--- config.mk ---
export PLATFORM = sky130hd
export DESIGN_NAME = set_assoc_lru_read_cache_flat
export DESIGN_NICKNAME = d
export VERILOG_FILES = /design/src/design/salrc_pkg.sv /design/src/design/salrc_if.sv /design/src/design/set_assoc_lru_read_cache.sv /design/src/flat_wrapper.sv
export SDC_FILE = /design/constraint.sdc
export NUM_CORES = 2
export LEC_CHECK = 0
export BUFFER_PORTS_ARGS = -buffer_cell sky130_fd_sc_hd__buf_4
export CORE_ASPECT_RATIO = 0.9
export CORE_MARGIN = 3
export CORE_UTILIZATION = 60
export CTS_BUF_LIST = sky130_fd_sc_hd__clkbuf_4 sky130_fd_sc_hd__clkbuf_8 sky130_fd_sc_hd__clkbuf_16
export DETAILED_ROUTE_END_ITERATION = 8
export PLACE_DENSITY_LB_ADDON = 0.15
export SLEW_MARGIN = 10
export SYNTH_ARGS = -nofsm -noshare
export SYNTH_HDL_FRONTEND = slang
export SYNTH_MEMORY_MAX_BITS = 65536
export SYNTH_SLANG_ARGS = --single-unit
--- constraint.sdc ---
create_clock -name clock -period 13.2 [get_ports clock]
set_input_delay 0.66 -clock clock [delete_from_list [all_inputs] [get_ports clock]]
set_output_delay 0.66 -clock clock [all_outputs]
set_load 0.05 [all_outputs]
--- src/design/salrc_pkg.sv ---
// Package for the set-associative read cache: geometry constants, field
// widths, status codes and the controller state type. No dependencies.
`default_nettype none
package salrc_pkg;
   localparam int NumSets   = 4;
   localparam int NumWays   = 2;
   localparam int MemWords  = 128;
   localparam int SetW      = (NumSets > 1) ? $clog2(NumSets) : 1;
   localparam int WayW      = (NumWays > 1) ? $clog2(NumWays) : 1;
   localparam int MemW      = $clog2(MemWords);
   localparam int TagW      = 9 - SetW;
   localparam int LineW     = 1 + TagW + 32 + 64;
   localparam int SetMemW   = NumWays * LineW;

   typedef enum logic [1:0] {
      STAT_OK    = 2'd0,
      STAT_CROSS = 2'd1,
      STAT_RANGE = 2'd2
   } status_type;

   typedef enum logic [1:0] {
      ST_IDLE,
      ST_LOOK,
      ST_FILL,
      ST_DONE
   } state_type;

   typedef struct packed {
      logic        mode;
      logic [11:0] byte_address;
      logic [1:0]  access_size;
      logic [6:0]  load_index;
      logic [31:0] load_word;
   } req_type;

   typedef struct packed {
      logic [31:0] read_value;
      logic        was_hit;
      logic [1:0]  status;
   } rsp_type;

   typedef struct packed {
      logic              valid;
      logic [TagW-1:0]   tag;
      logic [31:0]       stamp;
      logic [63:0]       bytes;
   } line_type;

   function automatic logic [31:0] pick_bytes(input logic [63:0] line,
                                              input logic [2:0] offset,
                                              input logic [1:0] size);
      logic [63:0] sh;
      logic [31:0] v;
      sh = line >> {offset, 3'b000};
      unique case (size)
         2'd0:    v = {24'd0, sh[7:0]};
         2'd1:    v = {16'd0, sh[15:0]};
         default: v = sh[31:0];
      endcase
      return v;
   endfunction
endpackage
`default_nettype wire

--- src/design/salrc_if.sv ---
// Valid/ready channel interface carrying a generic payload.
// Depends on nothing.
`default_nettype none
interface salrc_if #(parameter type payload_type = logic) ();
   logic        valid;
   logic        ready;
   payload_type payload;
   modport source (output valid, output payload, input ready);
   modport sink (input valid, input payload, output ready);
endinterface
`default_nettype wire

--- src/design/set_assoc_lru_read_cache.sv ---
// Top level of the set-associative read cache with its backing memory.
// Depends on salrc_pkg and salrc_if.
//
//  channel   dir  payload
//  req       in   mode, byte_address, access_size, load_index, load_word
//  rsp       out  read_value, was_hit, status
//
// An access goes from accept through a set read to a hit or reject response,
// plus a fill step on a miss using the backing memory words read alongside
// the tag compare. Word writes go from accept straight to the response. Reset
// is synchronous and sweeps valid bits clear set by set, holding off req.
// A stalled rsp word holds; the next word is taken once it drains.
`default_nettype none
module set_assoc_lru_read_cache
   import salrc_pkg::*;
(
   input wire logic clock,
   input wire logic reset,
   salrc_if.sink    req,
   salrc_if.source  rsp
);
   logic [SetMemW-1:0] set_mem [NumSets];
   logic [31:0]        back_mem [MemWords];

   state_type          state_ff, state_in;
   logic [SetW:0]      clr_ff, clr_in;
   logic [11:0]        addr_ff;
   logic [1:0]         size_ff;
   logic [31:0]        stamp_ff, stamp_in;
   logic [SetMemW-1:0] set_rd_ff;
   logic [63:0]        back_rd_ff;
   logic [WayW-1:0]    way_ff, way_in;
   logic               rsp_valid_ff, rsp_valid_in;
   rsp_type            rsp_ff, rsp_in;
   req_type            rq;

   logic               clearing;
   logic [8:0]         block;
   logic [SetW-1:0]    set_idx;
   logic [TagW-1:0]    tag;
   logic [2:0]         offset;
   logic [3:0]         span;
   logic               bad_range, bad_cross;
   logic               hit;
   logic [WayW-1:0]    hit_way, vict_way;
   logic               set_we;
   logic [SetW-1:0]    set_wa;
   logic [SetMemW-1:0] set_wd;
   line_type           cur_line, new_line;

   assign clearing = !clr_ff[SetW];
   assign rq       = req.payload;
   assign req.ready = !clearing && state_ff == ST_IDLE && !rsp_valid_ff;
   assign rsp.valid = rsp_valid_ff;
   assign rsp.payload = rsp_ff;

   assign block   = addr_ff[11:3];
   assign offset  = addr_ff[2:0];
   assign set_idx = block[SetW-1:0];
   assign tag     = block[8:SetW];
   assign span    = {1'b0, offset} + ((size_ff == 2'd0) ? 4'd1 :
                                      (size_ff == 2'd1) ? 4'd2 : 4'd4);
   assign bad_range = ({1'b0, block, 1'b1}) >= 11'(MemWords);
   assign bad_cross = span > 4'd8;

   always_comb begin
      line_type l;
      logic     got;
      got = 1'b0;
      hit_way = '0;
      vict_way = '0;
      for (int w = NumWays - 1; w >= 0; w--) begin
         l = set_rd_ff[w*LineW +: LineW];
         if (l.valid && l.tag == tag) begin
            got = 1'b1;
            hit_way = WayW'(w);
         end
      end
      hit = got;
      got = 1'b0;
      for (int w = 0; w < NumWays; w++) begin
         l = set_rd_ff[w*LineW +: LineW];
         if (!l.valid && !got) begin
            got = 1'b1;
            vict_way = WayW'(w);
         end
      end
      if (!got) begin
         l = set_rd_ff[0 +: LineW];
         for (int w = 1; w < NumWays; w++) begin
            if (set_rd_ff[w*LineW + 64 +: 32] < set_rd_ff[int'(vict_way)*LineW + 64 +: 32])
               vict_way = WayW'(w);
         end
      end
   end

   assign cur_line = set_rd_ff[int'(way_ff)*LineW +: LineW];

   always_comb begin
      state_in = state_ff;
      unique case (state_ff)
         ST_IDLE: if (req.valid && req.ready) state_in = rq.mode ? ST_DONE : ST_LOOK;
         ST_LOOK: state_in = (bad_range || bad_cross || hit) ? ST_DONE : ST_FILL;
         ST_FILL: state_in = ST_DONE;
         ST_DONE: state_in = ST_IDLE;
         default: state_in = ST_IDLE;
      endcase
   end

   always_comb begin
      clr_in       = clearing ? clr_ff + 1'b1 : clr_ff;
      stamp_in     = stamp_ff;
      way_in       = way_ff;
      rsp_valid_in = rsp_valid_ff && !rsp.ready;
      rsp_in       = rsp_ff;
      set_we       = clearing;
      set_wa       = clearing ? clr_ff[SetW-1:0] : set_idx;
      set_wd       = set_rd_ff;
      new_line     = cur_line;
      unique case (state_ff)
         ST_IDLE: begin
            if (req.valid && req.ready && rq.mode) begin
               rsp_in = '{read_value: '0, was_hit: 1'b0,
                          status: (32'(rq.load_index) < 32'(MemWords)) ? STAT_OK : STAT_RANGE};
            end
         end
         ST_LOOK: begin
            way_in = hit ? hit_way : vict_way;
            if (bad_range) begin
               rsp_in = '{read_value: '0, was_hit: 1'b0, status: STAT_RANGE};
            end else if (bad_cross) begin
               rsp_in = '{read_value: '0, was_hit: 1'b0, status: STAT_CROSS};
            end else if (hit) begin
               new_line = set_rd_ff[int'(hit_way)*LineW +: LineW];
               new_line.stamp = stamp_ff;
               set_we = 1'b1;
               set_wd[int'(hit_way)*LineW +: LineW] = new_line;
               stamp_in = stamp_ff + 32'd1;
               rsp_in = '{read_value: pick_bytes(new_line.bytes, offset, size_ff),
                          was_hit: 1'b1, status: STAT_OK};
            end
         end
         ST_FILL: begin
            new_line = '{valid: 1'b1, tag: tag, stamp: stamp_ff, bytes: back_rd_ff};
            set_we = 1'b1;
            set_wd[int'(way_ff)*LineW +: LineW] = new_line;
            stamp_in = stamp_ff + 32'd1;
            rsp_in = '{read_value: pick_bytes(back_rd_ff, offset, size_ff),
                       was_hit: 1'b0, status: STAT_OK};
         end
         ST_DONE: rsp_valid_in = 1'b1;
         default: ;
      endcase
      if (clearing) set_wd = '0;
   end

   always_ff @(posedge clock) begin
      if (set_we) set_mem[set_wa] <= set_wd;
      set_rd_ff <= set_mem[req.valid && req.ready ? rq.byte_address[3 +: SetW] : set_idx];
      if (req.valid && req.ready && rq.mode && 32'(rq.load_index) < 32'(MemWords))
         back_mem[rq.load_index[MemW-1:0]] <= rq.load_word;
      back_rd_ff[31:0]  <= back_mem[{block[MemW-2:0], 1'b0}];
      back_rd_ff[63:32] <= back_mem[{block[MemW-2:0], 1'b1}];
   end

   always_ff @(posedge clock) begin
      if (req.valid && req.ready) begin
         addr_ff <= rq.byte_address;
         size_ff <= rq.access_size;
      end
      way_ff <= way_in;
      rsp_ff <= rsp_in;
      if (reset) begin
         state_ff     <= ST_IDLE;
         clr_ff       <= '0;
         stamp_ff     <= '0;
         rsp_valid_ff <= 1'b0;
      end else begin
         state_ff     <= state_in;
         clr_ff       <= clr_in;
         stamp_ff     <= stamp_in;
         rsp_valid_ff <= rsp_valid_in;
      end
   end
endmodule
`default_nettype wire

--- src/flat_wrapper.sv ---
// flat-port wrapper written by rule: the top's interface ports become plain ports
module set_assoc_lru_read_cache_flat import salrc_pkg::*;
  (clock, reset, req_valid, req_payload, req_ready, rsp_valid, rsp_payload, rsp_ready);
  salrc_if #(.payload_type(req_type)) req_i ();
  salrc_if #(.payload_type(rsp_type)) rsp_i ();
  input wire logic clock;
  input wire logic reset;
  input wire logic [$bits(req_i.valid)-1:0] req_valid;
  input wire logic [$bits(req_i.payload)-1:0] req_payload;
  output wire logic [$bits(req_i.ready)-1:0] req_ready;
  output wire logic [$bits(rsp_i.valid)-1:0] rsp_valid;
  output wire logic [$bits(rsp_i.payload)-1:0] rsp_payload;
  input wire logic [$bits(rsp_i.ready)-1:0] rsp_ready;
  assign req_i.valid = req_valid;
  assign req_i.payload = req_payload;
  assign req_ready = req_i.ready;
  assign rsp_valid = rsp_i.valid;
  assign rsp_payload = rsp_i.payload;
  assign rsp_i.ready = rsp_ready;
  set_assoc_lru_read_cache u_core (.clock(clock), .reset(reset), .req(req_i), .rsp(rsp_i));
endmodule
## Word-level counts from Yosys, hierarchy flattened

Memory sizes are Yosys's and may differ from the RTL's. A register that Yosys moved wholly into a read port is not among the register bits.
Cells that the tools add are included.

| storage, ports and cells | value |
|---|---|
| bits in registers | 88 |
| bits in latches | 0 |
| memory bits (writable) | 4928 |
| memory bits (read-only) | 0 |
| output and inout bits | 37 |
| word-level logic and storage cells | 110 |
| memories | 2 |

Memory list:

| memory | depth | width | read ports | clocked after Yosys merged registers in | write ports | line | source |
|---|---|---|---|---|---|---|---|
| u_core.back_mem | 128 | 32 | 2 | 2 | 1 | set_assoc_lru_read_cache.sv:23 | `logic [31:0] back_mem [MemWords];` |
| u_core.set_mem | 4 | 208 | 1 | 1 | 1 | set_assoc_lru_read_cache.sv:22 | `logic [SetMemW-1:0] set_mem [NumSets];` |

| cells by class | value |
|---|---|
| add/sub/neg operators | 6 |
| multiply operators | 3 |
| divide/modulo/power cells | 0 |
| magnitude comparators | 3 |
| equal/unequal tests | 12 |
| shifts and indexed selects | 8 |
| mux-type cells | 45 |
| bitwise operators | 0 |
| reduce and logical (&&, ||, !) cells | 20 |

Operators with widths:

| cell | number |
|---|---|
| 2-to-1 mux 208 bit | 4 |
| bitwise mux 208 bit | 2 |
| case mux 208 bit (2 select lines) | 1 |
| variable shift 104 x 33 -> 208 bit, first input constant | 2 |
| indexed part select 104 x 33 -> 208 bit | 2 |
| indexed part select 208 x 32 -> 104 bit | 1 |
| indexed part select 208 x 32 -> 32 bit | 1 |
| case mux 32 bit (2 select lines) | 3 |
| 2-to-1 mux 35 bit | 4 |
| right shift 64 x 6 -> 32 bit | 2 |
| case mux 35 bit (3 select lines) | 1 |
| 2-to-1 mux 32 bit | 3 |
| negation 32 -> 33 bit | 2 |
| adder 32 x 1 -> 32 bit, second input constant | 1 |
| adder 32 x 8 -> 32 bit, second input constant | 1 |
| less-than comparator 32 bit | 1 |
| 2-to-1 mux 1 bit | 18 |
| multiplier 1 x 4 -> 5 bit, second input constant | 3 |
| == test 7 bit | 2 |
| greater-or-equal comparator 10 x 8 -> 1 bit, second input constant | 1 |
| logical AND 1 bit | 8 |
| 2-to-1 mux 2 bit | 4 |
| != test 2 bit, second input constant | 4 |
| case mux 2 bit (4 select lines) | 1 |
| other kinds (17) | 25 |

## Longest topological paths before layout

| depth | value |
|---|---|
| word-level depth | 13 |
| depth in mapped cells | 14 |

## Worst setup path after synthesis

OpenSTA, ideal clock, no wires.

| path | value |
|---|---|
| path kind | register -> register |
| from | register u_core.size_ff[1] |
| to | memory u_core.set_mem[0][0] (netlist name) (enable) |
| data arrival time | 11.341 ns |
| setup slack | 1.056 ns |
| cell stages (with the launch flop) | 10 |
| path through | edfxtp_1 > nor2_1 > ha_1 > fa_1 > or3_1 > a21o_1 > a21oi_1 > o21ai_0 > a21oi_1 > nor2b_1 |

| on the way | value |
|---|---|
| cells in the longest elaborated chain, start to end | 10 |
| elaborated cells between the ends (all ways) | 11 |

RTL lines:

| what | line | source |
|---|---|---|
| start, declared | set_assoc_lru_read_cache.sv:28 | `logic [1:0] size_ff;` |
| start signal, assigned | set_assoc_lru_read_cache.sv:169 | `size_ff <= rq.access_size;` |
| == test 2 x 1 -> 1 bit | set_assoc_lru_read_cache.sv:62 | `(size_ff == 2'd1) ? 4'd2 : 4'd4);` |
| 2-to-1 mux 3 bit | set_assoc_lru_read_cache.sv:62 |  |
| 2-to-1 mux 4 bit (*) | set_assoc_lru_read_cache.sv:61 | `assign span = {1'b0, offset} + ((size_ff == 2'd0) ? 4'd1 :` |
| adder 3 x 4 -> 4 bit (*) | set_assoc_lru_read_cache.sv:61 |  |
| greater-than comparator 4 bit (*) | set_assoc_lru_read_cache.sv:64 | `assign bad_cross = span > 4'd8;` |
| 2-to-1 mux 1 bit (*) | set_assoc_lru_read_cache.sv:131 | `end else if (bad_cross) begin` |
| 2-to-1 mux 1 bit (*) | set_assoc_lru_read_cache.sv:129 | `if (bad_range) begin` |
| case mux 1 bit (2 select lines) (*) | set_assoc_lru_read_cache.sv:120 | `unique case (state_ff)` |
| 2-to-1 mux 1 bit (*) | set_assoc_lru_read_cache.sv:158 | `if (set_we) set_mem[set_wa] <= set_wd;` |
| 2-to-1 mux 1 bit (implied by the code) (*) | set_assoc_lru_read_cache.sv:158 |  |
| end, declared | set_assoc_lru_read_cache.sv:22 |  |

Every way passes the cells marked *; elsewhere a longest branch is shown, timed or not.

## Final worst setup path

| path | value |
|---|---|
| from | register u_core.addr_ff[7] |
| to | memory u_core.set_mem[3][136] (netlist name) (enable) |

| on the way | value |
|---|---|
| cells in the longest elaborated chain, start to end | 10 |
| elaborated cells between the ends (all ways) | 13 |

RTL lines:

| what | line | source |
|---|---|---|
| start, declared | set_assoc_lru_read_cache.sv:27 | `logic [11:0] addr_ff;` |
| start signal, assigned | set_assoc_lru_read_cache.sv:168 | `addr_ff <= rq.byte_address;` |
| == test 7 bit | set_assoc_lru_read_cache.sv:74 | `if (l.valid && l.tag == tag) begin` |
| logical AND 1 bit | set_assoc_lru_read_cache.sv:74 |  |
| 2-to-1 mux 1 bit (2 in series) | set_assoc_lru_read_cache.sv:74 |  |
| 2-to-1 mux 1 bit | set_assoc_lru_read_cache.sv:133 | `end else if (hit) begin` |
| 2-to-1 mux 1 bit | set_assoc_lru_read_cache.sv:131 |  |
| 2-to-1 mux 1 bit (*) | set_assoc_lru_read_cache.sv:129 |  |
| case mux 1 bit (2 select lines) (*) | set_assoc_lru_read_cache.sv:120 |  |
| 2-to-1 mux 1 bit (*) | set_assoc_lru_read_cache.sv:158 |  |
| 2-to-1 mux 1 bit (implied by the code) (*) | set_assoc_lru_read_cache.sv:158 |  |

Marks and branches as above.

==> metrics.txt <==
final setup TNS=0 ps; synthesized-area fraction occupied by and/or/nand/nor cells=approximately 1.6%; Post-synth EDFFs=between 4000 and 5000; routed wire length per instance=about 38 um; maximum vdd ir drop=around 180 uV; Die Footprint=roughly 0.34 mm^2; Unique masters post-synth=64; cell count after synthesis=8677; Power Density=approximately 160 mW/mm^2; register share of total power=between 50 and 60%; Top-Level Pins=between 90 and 100; count of port buffers added during placement=94; vias post-DR=98300; post-CTS resize count=0; Data required, critical path=13800 ps; run status=completed; fraction of final layout cells sized beyond drive strength 1=about a third; Num Clock Sinks=5288; Post-CTS Hold Buffers=18; FFs w/ async S/R, synth=0%; wire length of the first global-routing pass=approximately 740 mm; overflow left after global routing=0; post-synthesis share of cell area spent on xor and xnor gates=less than 1%; cell at the slowest stage of the critical path=buf_4; slew at the pin closest to its max-slew limit=between 1000 and 1500 ps; total iterations of the first detailed-routing run=6; Arrival @ worst endpoint=~6300 ps; clock period minus final worst setup slack=between 5000 and 6000 ps; main combinational cell family by area after synthesis=multiplexers; Hold WS=around 70 ps; initial antenna violation count=53; element type at the critical path end=flop; leakage component of the power=about 70 nW; Layout Utilization=68.0%; clock buffer depth=4; CTS tree=done; placeable core region=between 0.3 and 0.4 mm^2; clock latency reported for the late side of the worst-skew pair=1020 ps; Startpoint Class=flop; TritonCTS Buffers=between 500 and 600; nets in the synthesized netlist=between 8000 and 9000; Pwr Total=~37 mW; # rows=around 200; CP Max Fanout=between 50 and 60; part of the total power dissipated in combinational logic=7.3%; adder-cell area share of the yosys netlist=less than 1%; syn avg cell area=approximately 23 um^2; maximum number of pins on one net before global-route repair=163; total net switching power=around 8.4 mW; multiplexer area fraction after synthesis=18.5%; normalized max-slew margin=between 10% and 20%; hold crit path type=in2reg; die width=about 620 um; register clock-pin slew on the reported worst setup and hold paths=~60 ps; overall fraction of global-route tracks in use=roughly 31%; DR vias/cell=approximately 7; period utilisation layout=43.2%; hold violation count in the final report=0; P_int=approximately 29 mW; signed area change from the synthesized netlist to the final layout=12.3%; Initial Util=about three fifths; setup repair after global routing missed its margin=no; type of the worst setup path=reg2reg; final setup violation count=0; count of maximum capacitance violations=0; #FFs+latches synth=~5300; biggest cell delay along the critical path=a little under 800 ps; wirelength, routed=around 530 mm; setup bufs post-CTS=0; vias in the first global route=~98000; cells traversed along the worst timing path=buf_4 > xor2_1 > nor4_4 > nand4_4 > a21oi_1 > o21ai_0 > a21oi_1 > and2_4 > buf_4 > buf_4; upper clock frequency limit=~0.18 GHz; top flip-flop cell by instance count after synthesis=edfxtp_1; Synthesis Warnings=0; proportion of total power due to net switching=roughly 22%; root buffer cell=clkbuf_16; max-slew violation count=0; worst clock skew on the final layout=~45 ps; final weighted congestion in routability-driven placement=between 0.8 and 0.9; detailed placer's ending HPWL=284 mm; chip height=approximately 560 um; Clk network pwr share=39.6%; sequential area share after synthesis=between 70% and 80%; Post-route DRC=0; htree depth=6; Iteration-0 DRC Markers=~15000; post-layout net count=roughly 9200; Antenna Violating Nets Remaining=0; post-synthesis cell area=0.203 mm^2; fraction of the mapped netlist area in compound gates=1.64%; Top cell by count, worst path=buf_4
-- layout make-up --
class / count / area, um^2
antenna: 26 / 65.1
sequential: 5288 / 156000
clock inverter: 235 / 2250
clock buffer: 706 / 14900
multi-input combinational: 2869 / 45900
timing repair buffer: 368 / 3040
tap: 4466 / 5590
inverter: 28 / 105
fill: 20000 / 107000
-- sequential cells by signal (all words and copies together), names as in the netlist --
signal,cells
u_core.stamp_ff,32
u_core.rsp.payload,35
u_core.back_mem,4096
u_core.set_mem,832
u_core.rsp.valid,1
u_core.size_ff,2
u_core.set_rd_ff,208
u_core.way_ff,1
u_core.clr_ff,3
u_core.addr_ff,12
u_core.state_ff,2
u_core.back_rd_ff,64
-- synthesized netlist by cell type, types with 5 or more instances --
cell      count  area, um^2
a221oi_1     11        96.3
o21a_1        6        45.0
dfxtp_1     310        6210
inv_1        26        97.6
mux2i_1      79         791
a211oi_1     27         203
nand2b_1     26         163
a211o_1       5        43.8
nand2_1      89         334
and2_1        9        56.3
clkbuf_1    332        1250
nand3_1      32         160
a21boi_0      6        45.0
and3_1        6        37.5
ha_1         40         500
a22oi_1     229        1720
buf_2       118         591
o311ai_0      5        43.8
o22ai_1      15        93.8
and4_1        5        43.8
mux4_2     1629       36700
edfxtp_1   4978      149000
nor2_1      175         657
o211ai_1      7        52.6
o32ai_1       5        43.8
nand4_1      12        75.1
nor2b_1     225        1410
xor2_1       18         158
a22o_1        5        43.8
a21oi_1      46         230
or3_1        26         163
o21ai_0      64         320
a21o_1       13        97.6
o21ai_1       7        35.0
buf_1        36         135
-- kinds of logic after synthesis --
kind of cell / Yosys count
buffers and inverters: 520
AO/OA/AOI/OAI: 473
multiplexers: 1708
AND/OR/NAND/NOR: 625
XOR/XNOR: 22
flip-flops: 5288
adder cells (fa/ha/maj): 41
-- critical path: cells and delay by family (launching register included) --
kind,cells,cell delay (ps)
AO/OA/AOI/OAI,3,850
XOR/XNOR,1,240
buffers and inverters,3,2230
flip-flops,1,330
AND/OR/NAND/NOR,3,1530
-- placed cells by master, fill, tap and decap left out, types with 21 or more instances in the layout --
cell type	instances
mux4_2	1629
clkbuf_16	539
nor2_4	130
or3_1	25
clkinv_1	81
inv_1	26
bufinv_16	32
dfxtp_1	309
nand2_1	83
buf_4	331
nand3_1	30
mux2i_1	77
nor2_1	46
a211oi_1	27
nand2b_1	25
inv_6	21
clkbuf_4	135
ha_1	40
a22oi_1	229
diode_2	26
edfxtp_1	4978
a21oi_1	44
clkbuf_8	32
clkinv_2	68
o21ai_0	64
nor2b_1	223
-- power by group through the flow --
stage / clock [mW] / sequential, mW / combinational [mW]
after floorplan: 0 / 20.2 / 1.61
after global placement: 0 / 20.1 / 2.68
after detailed placement: 0 / 20.1 / 2.72
after CTS: 15.0 / 19.8 / 2.74
after global routing: 15.6 / 19.9 / 2.91
final: 14.8 / 19.8 / 2.73
-- layer usage --
layer,global-route usage [%],vias up,share of wire [%]
li1,-,38000,-
met1,46.3,52900,38
met2,46.4,6392,46
met3,7.51,955,13
met4,9.27,24,3.1
met5,0,-,0.033
-- worst paths after layout --
path                                                       start                            endpoint  slack [ps]  cells after the start
worst max-delay path                 u_core.addr_ff[7]$_DFFE_PP_    u_core.set_mem[3][136]$_DFFE_PP_        7500                     10
worst min-delay path                             req_payload[19]  u_core.back_mem[110][19]$_DFFE_PP_          70                      1
worst max register to register       u_core.addr_ff[7]$_DFFE_PP_    u_core.set_mem[3][136]$_DFFE_PP_        7500                     10
worst min register to register  u_core.stamp_ff[31]$_SDFFE_PP0P_    u_core.stamp_ff[31]$_SDFFE_PP0P_         510                      2
-- per-stage QoR --
stage,instances,area (um^2),worst slack [ps]
2_1_floorplan,8677,203000,1060
3_3_place_gp,13000,210000,7540
3_5_place_dp,13000,210000,7460
4_1_cts,14000,227000,7370
5_1_grt,14000,227000,7240
6_report,14000,228000,7500
Power figures use the tool's default switching activity.
